==> src/rtl/core/pss_pkg.sv <==
// ----------------------------------------------------------------------------
// pss_pkg
// Shared types and constants for the prime sieve sum block.
// ----------------------------------------------------------------------------
package pss_pkg;

    localparam int BOUND_W = 16;  // upper_bound field
    localparam int SUM_W   = 28;  // prime_sum field
    localparam int STAT_W  = 2;   // status field
    localparam int P_W     = 9;   // sieving prime, p*p <= 65535 keeps p below 256
    localparam int SQ_W    = 17;  // p squared, can step one past the 16-bit range
    localparam int M_W     = 17;  // running multiple, m + p may pass 65535

    typedef enum logic [STAT_W-1:0] {
        STATUS_OK   = 2'd0,
        STATUS_LOW  = 2'd1,
        STATUS_HIGH = 2'd2
    } t_status;

    typedef enum logic [2:0] {
        S_IDLE,
        S_CLEAR,
        S_PRD,
        S_PCHK,
        S_MARK,
        S_SUM,
        S_SUMEND,
        S_FINISH
    } t_state;

    // controller -> datapath
    typedef struct packed {
        logic load;      // capture bound, start a request
        logic clr_wr;    // clear one map entry, advance v
        logic p_init;    // p = 2, sq = 4
        logic p_rd;      // read map entry of p
        logic p_next;    // p = p + 1, sq = (p + 1)^2
        logic m_init;    // m = p * p
        logic mark_wr;   // set map entry of m
        logic m_step;    // m = m + p
        logic v_init;    // v = 2
        logic sum_rd;    // read map entry of v, advance v
        logic out_load;  // move result into output register
    } t_cmd;

    // datapath -> controller
    typedef struct packed {
        logic err;       // bound out of range
        logic clr_last;  // v has reached the bound
        logic p_done;    // p * p above bound
        logic p_comp;    // map entry just read is marked
        logic m_over;    // m above bound
        logic sum_last;  // v has reached the bound
        logic out_busy;  // output register holds an untaken result
    } t_stat;

endpackage

==> src/rtl/core/pss_ctrl.sv <==
// ----------------------------------------------------------------------------
// pss_ctrl
// Sequencer for clear, mark and sum passes over the composite map.
// ----------------------------------------------------------------------------
module pss_ctrl (
    input  logic           i_clk,
    input  logic           i_rst_n,
    input  logic           i_in_valid,
    output logic           o_in_ready,
    input  pss_pkg::t_stat i_stat,
    output pss_pkg::t_cmd  o_cmd
);

    pss_pkg::t_state r_state;
    pss_pkg::t_state n_state;

    always_ff @(posedge i_clk) begin
        if (!i_rst_n) begin
            r_state <= pss_pkg::S_IDLE;
        end else begin
            r_state <= n_state;
        end
    end

    always_comb begin
        n_state    = r_state;
        o_cmd      = '0;
        o_in_ready = 1'b0;
        unique case (r_state)
            pss_pkg::S_IDLE: begin
                o_in_ready = 1'b1;
                if (i_in_valid) begin
                    o_cmd.load = 1'b1;
                    n_state    = pss_pkg::S_CLEAR;
                end
            end
            pss_pkg::S_CLEAR: begin
                if (i_stat.err) begin
                    n_state = pss_pkg::S_FINISH;
                end else begin
                    o_cmd.clr_wr = 1'b1;
                    if (i_stat.clr_last) begin
                        o_cmd.p_init = 1'b1;
                        n_state      = pss_pkg::S_PRD;
                    end
                end
            end
            pss_pkg::S_PRD: begin
                if (i_stat.p_done) begin
                    o_cmd.v_init = 1'b1;
                    n_state      = pss_pkg::S_SUM;
                end else begin
                    o_cmd.p_rd = 1'b1;
                    n_state    = pss_pkg::S_PCHK;
                end
            end
            pss_pkg::S_PCHK: begin
                if (i_stat.p_comp) begin
                    o_cmd.p_next = 1'b1;
                    n_state      = pss_pkg::S_PRD;
                end else begin
                    o_cmd.m_init = 1'b1;
                    n_state      = pss_pkg::S_MARK;
                end
            end
            pss_pkg::S_MARK: begin
                if (i_stat.m_over) begin
                    o_cmd.p_next = 1'b1;
                    n_state      = pss_pkg::S_PRD;
                end else begin
                    o_cmd.mark_wr = 1'b1;
                    o_cmd.m_step  = 1'b1;
                end
            end
            pss_pkg::S_SUM: begin
                o_cmd.sum_rd = 1'b1;
                if (i_stat.sum_last) begin
                    n_state = pss_pkg::S_SUMEND;
                end
            end
            pss_pkg::S_SUMEND: begin
                // last read lands in the accumulator this cycle
                n_state = pss_pkg::S_FINISH;
            end
            pss_pkg::S_FINISH: begin
                if (!i_stat.out_busy) begin
                    o_cmd.out_load = 1'b1;
                    n_state        = pss_pkg::S_IDLE;
                end
            end
            default: begin
                n_state = pss_pkg::S_IDLE;
            end
        endcase
    end

endmodule

==> config.mk <==
export PLATFORM = sky130hd
export DESIGN_NAME = pss_ctrl
export DESIGN_NICKNAME = d
export VERILOG_FILES = /design/src/rtl/core/pss_pkg.sv /design/src/rtl/core/pss_ctrl.sv
export SDC_FILE = /design/constraint.sdc
export NUM_CORES = 1
export LEC_CHECK = 0
export ABC_AREA = 1
export BUFFER_PORTS_ARGS = -buffer_cell sky130_fd_sc_hd__buf_2
export CAP_MARGIN = 25
export CORE_AREA = 3 3 40 42
export DETAILED_ROUTE_END_ITERATION = 12
export DIE_AREA = 0 0 43 45
export PLACE_DENSITY = 0.67
export SYNTH_ARGS = -nofsm -noshare
export SYNTH_HDL_FRONTEND = slang
export SYNTH_SLANG_ARGS = --single-unit
==> constraint.sdc <==
create_clock -name i_clk -period 1.41 [get_ports i_clk]
set_input_delay 0.2115 -clock i_clk [delete_from_list [all_inputs] [get_ports i_clk]]
set_output_delay 0.2115 -clock i_clk [all_outputs]
set_load 0.1 [all_outputs]
# ---- Yosys cells after proc, flatten, opt, wreduce, memory -nomap -nowiden
# Index checks and enable logic that the tools add are counted.
dict set report word_totals {
  latch_bits 0
  mem_bits_ro 0
  inputBits 10
  elab_cells 44
  register_bits 3
  n_memories 0
  ramBits 0
}
dict set report classes {
  n_lt_le_gt_ge 0
  shift 0
  addsub 0
  n_reduce_logical 2
  bitwise_logic 0
  mul 0
  n_div 0
  mux 29
  n_eq_ne 12
}
# cell count
set op_table {}
lappend op_table {{$mux W3} 8}
lappend op_table {{$pmux W3 S8} 1}
lappend op_table {{$mux W1} 15}
lappend op_table {{$eq A3 B3 Y1 const B} 4}
lappend op_table {{$mux W2} 4}
lappend op_table {{$ne A2 B2 Y1 const B} 4}
lappend op_table {{$eq A3 B2 Y1 const B} 2}
lappend op_table {{$reduce_and A5 Y1} 1}
lappend op_table {{$eq A3 B1 Y1 const B} 1}
lappend op_table {{$logic_not A3 Y1} 1}
lappend op_table {{$ne A3 B3 Y1 const B} 1}
lappend op_table {{$pmux W1 S2} 1}

# ---- Logic depth before layout (Yosys ltp)
dict set report logic_depth {
  word_depth 3
  ltp_mapped 9
  ltp_nobuf 8
}

# ---- Least setup slack after synthesis
# Ideal clock, no wire load.
dict set report synth_timing {
  path_kind {reg2out}
  startpoint {register r_state[0]}
  endpoint {output port o_cmd[8] (netlist bit)}
  required_time_ps 1199
  path_stages_with_launch 5
  path_buffers 0
  path_slack_ps -1700
  arrival_time_ps 2898
  cell_sequence {dfxtp_1 > inv_2 > nor2_2 > nand2_1 > nor3b_1}
}
# item line_no
set synth_lines {}
lappend synth_lines {{from (decl)} pss_ctrl.sv:14} ;# pss_pkg::t_state r_state;
lappend synth_lines {{from (signal assigned)} pss_ctrl.sv:19} ;# r_state <= pss_pkg::S_IDLE;
lappend synth_lines {{from (signal assigned)} pss_ctrl.sv:21} ;# r_state <= n_state;
lappend synth_lines {{to (decl)} pss_ctrl.sv:11} ;# output pss_pkg::t_cmd o_cmd

==> results by group <==
Setup path
  • CP startpoint kind: flop
  • Critical Path AT: 1.29 ns
  • Worst Setup End Kind: output pin
  • Worst Path Required: 1.20 ns
  • Critical Path Fanout Max: 5
  • Slowest cell on crit path: dfxtp_4
  • Critical path depth in cells: 5
  • R2r worst-path depth: 10
  • Delay-heaviest family, CP: flip-flops
  • Buffers & Inverters on Critical Path: 2
  • Max stage delay on crit path: 0.41 ns
  • CP Class: reg -> out
  • CP cell instances: inv_6 > nor2_4 > nand2_4 > nor3b_4 > buf_12

Finish
  • Area grow syn2layout: 138%
  • Non-filler cells, final: 119
  • Ant diodes: 0
  • Final Util: 72.3%
  • Final nets: 115
  • Largest regs: r_state (3)
  • Largest register FFs: 3
  • Layout cells sized above 1: 66.3%
  • Reg with most FFs: r_state

Logic synthesis
  • Post-Syn Nets: 81
  • Cells after Synth: 71
  • Syn. warnings: 0
  • Ys async rst share: 0%
  • Xor/xnor share of the synthesized area: 0%
  • Top post-synthesis cells by area: dfxtp_1, nand2_1, inv_1
  • Post-synthesis mux area share: 0%
  • Compound-cell area share of the yosys netlist: 5.13%
  • Avg Synthesized Cell Area: 5.50 um2
  • Register area share after synthesis: 15.4%
  • Number of synthesized flops with an enable pin: 0
  • Post-synthesis simple-gate area fraction: 59.9%
  • Synth Area in Adders: 0%
  • Main synth FF type: dfxtp_1
  • Area leader, netlist: dfxtp_1
  • Netlist cell types: 17
  • Most common cell in the netlist: nand2_1
  • Largest family of logic cells by synthesized area: simple AND/OR/NAND/NOR gates
  • Yosys reg bits: 3
  • Commonest cells post-synth: nand2_1, inv_1, nand3_1, nor2_1, nor2_2
  • Synth top area share: 15.4%
  • Post-Synthesis Cell Area: 390 um2

GRT
  • Gr usage total: 15.3%
  • Vias in the first global route: 522
  • Antenna violations before repair: 0
  • Global-route wire length before repair: 2190 um
  • Final global-route overflow total: 0
  • Largest net degree at the start of global routing: 9

Outcome
  • Status: finished, violations left
  • Failing checks: setup timing

Route
  • Drc violations: 0
  • TritonRoute pass-1 iters: 4
  • DR WL/cell: 12.3 um
  • DR vias/cell: 4.86
  • Final ANT Viol Nets: 0
  • Vias after detailed routing: 578
  • Initial DRC count: 20
  • Total wire length: 1470 um

Flow run
  • Max-Cap Viols: 0

Timing
  • RSZ-0062 raised after global routing: true
  • Final setup viols: 4
  • Pins Over Slew Limit: 0
  • Final hold vios: 0
  • Hold_ws: 0.236 ns
  • Worst setup margin: -0.0951 ns
  • FMAX: 664 MHz
  • Fin crit period: 1.51 ns
  • Slew headroom: 84.3%
  • Worst Tran Pin Value: 0.236 ns
  • Setup Skew: 0.000724 ns
  • Final period utilization: 107%

CTS
  • Root Driver: clkbuf_4
  • Skew-Pair Late Insertion Delay: 0.23 ns
  • Max clock buf depth: 2
  • TritonCTS clock tree: yes
  • H-tree depth: 1
  • TritonCTS buffer count: 3
  • Clk pin slew, worst setup/hold paths: 0.04 ns
  • CTS sink cnt: 3

Floorplanning
  • Die ar.: 1940 um2
  • Starting Density: 30.4%
  • FP Rows: 13
  • Die Ht: 45 um
  • Ports: 22
  • Core Area: 1280 um2
  • Chip width: 43 um

Min path
  • Type of the worst min-delay path: in -> reg
  • Hold path cells: 3

Place
  • PortBufs: 21
  • Placed instance count: 106
  • Hpwl dp: 1040 um
  • Routability cong.: 0.859
## worst register-to-register path, cell delays in order, from the launching register on
cell     delay, ns
dfxtp_4       0.41
inv_6         0.06
buf_6         0.11
nand4_1       0.15
buf_4         0.14
buf_4         0.09
nand2_1       0.04
nor2_1        0.11
nand3_1       0.08
nand2_1       0.07
nor2_2        0.03
## area by class of cell
cell class,count,area (um2)
flip-flops and latches,3,71.3
clock buffers,4,26.3
well taps,15,18.8
repair buffers,31,368
fillers,99,355
inverters,17,95.1
multi-input cells,49,350
## worst paths after layout
path              startpoint          to  slack, ns
setup / recovery  r_state[0]    o_cmd[8]       -0.1
hold / removal       i_rst_n  r_state[2]       0.24
setup reg to reg  r_state[0]  r_state[2]       0.02
hold reg to reg   r_state[1]  r_state[1]       0.64
## layout by cell type (no fill, tap or decap)
master       n
o31ai_4      1
inv_8        1
nand2_1      9
nand3_4      1
inv_2        4
nand2_2      4
nor2_4       4
clkbuf_1     1
nand4_1      3
nand3_1      8
nand3_2      2
nor2_2       4
buf_2        9
buf_6        2
a21oi_1      1
dfxtp_4      3
o21bai_1     1
nor3_4       1
inv_1        6
buf_12      12
buf_4        8
clkinvlp_4   5
nor3b_4      1
inv_6        1
clkbuf_4     3
nand2_4      3
nor2_1       6
## through the flow
stage / TNS, ns / setup slack, ns / cell area, um2
floorplan: -0.955 / -0.277 / 513
global placement: 0 / 0.111 / 793
detailed placement: 0 / 0.104 / 793
CTS: -0.236 / -0.0816 / 878
global route: -0.800 / -0.149 / 930
finish: -0.229 / -0.0951 / 930
## layer usage
layer | track usage, % | vias up | share of wire (%)
li1 | - | 285 | -
met1 | 16.1 | 268 | 39
met2 | 28.7 | 23 | 53
met3 | 5.98 | 2 | 7.0
met4 | 3.61 | 0 | 0.82
met5 | 0 | - | 0
## timing repair
action	CTS	global route
cloned	0	0
setup buffers	6	3
setup endpoints to repair	11	11
endpoints found under the hold margin	0	0
hold buffers	0	0
pin swaps	6	2
resized for setup	4	9
## cell families after synthesis
kind of cell | Yosys count
AND/OR/NAND/NOR | 46
buffers and inverters | 19
flip-flops | 3
AO/OA/AOI/OAI | 3
Power is left out: the tool's default activity adds up to more than one toggle a clock period on the data nets, which glitch-free logic cannot reach.
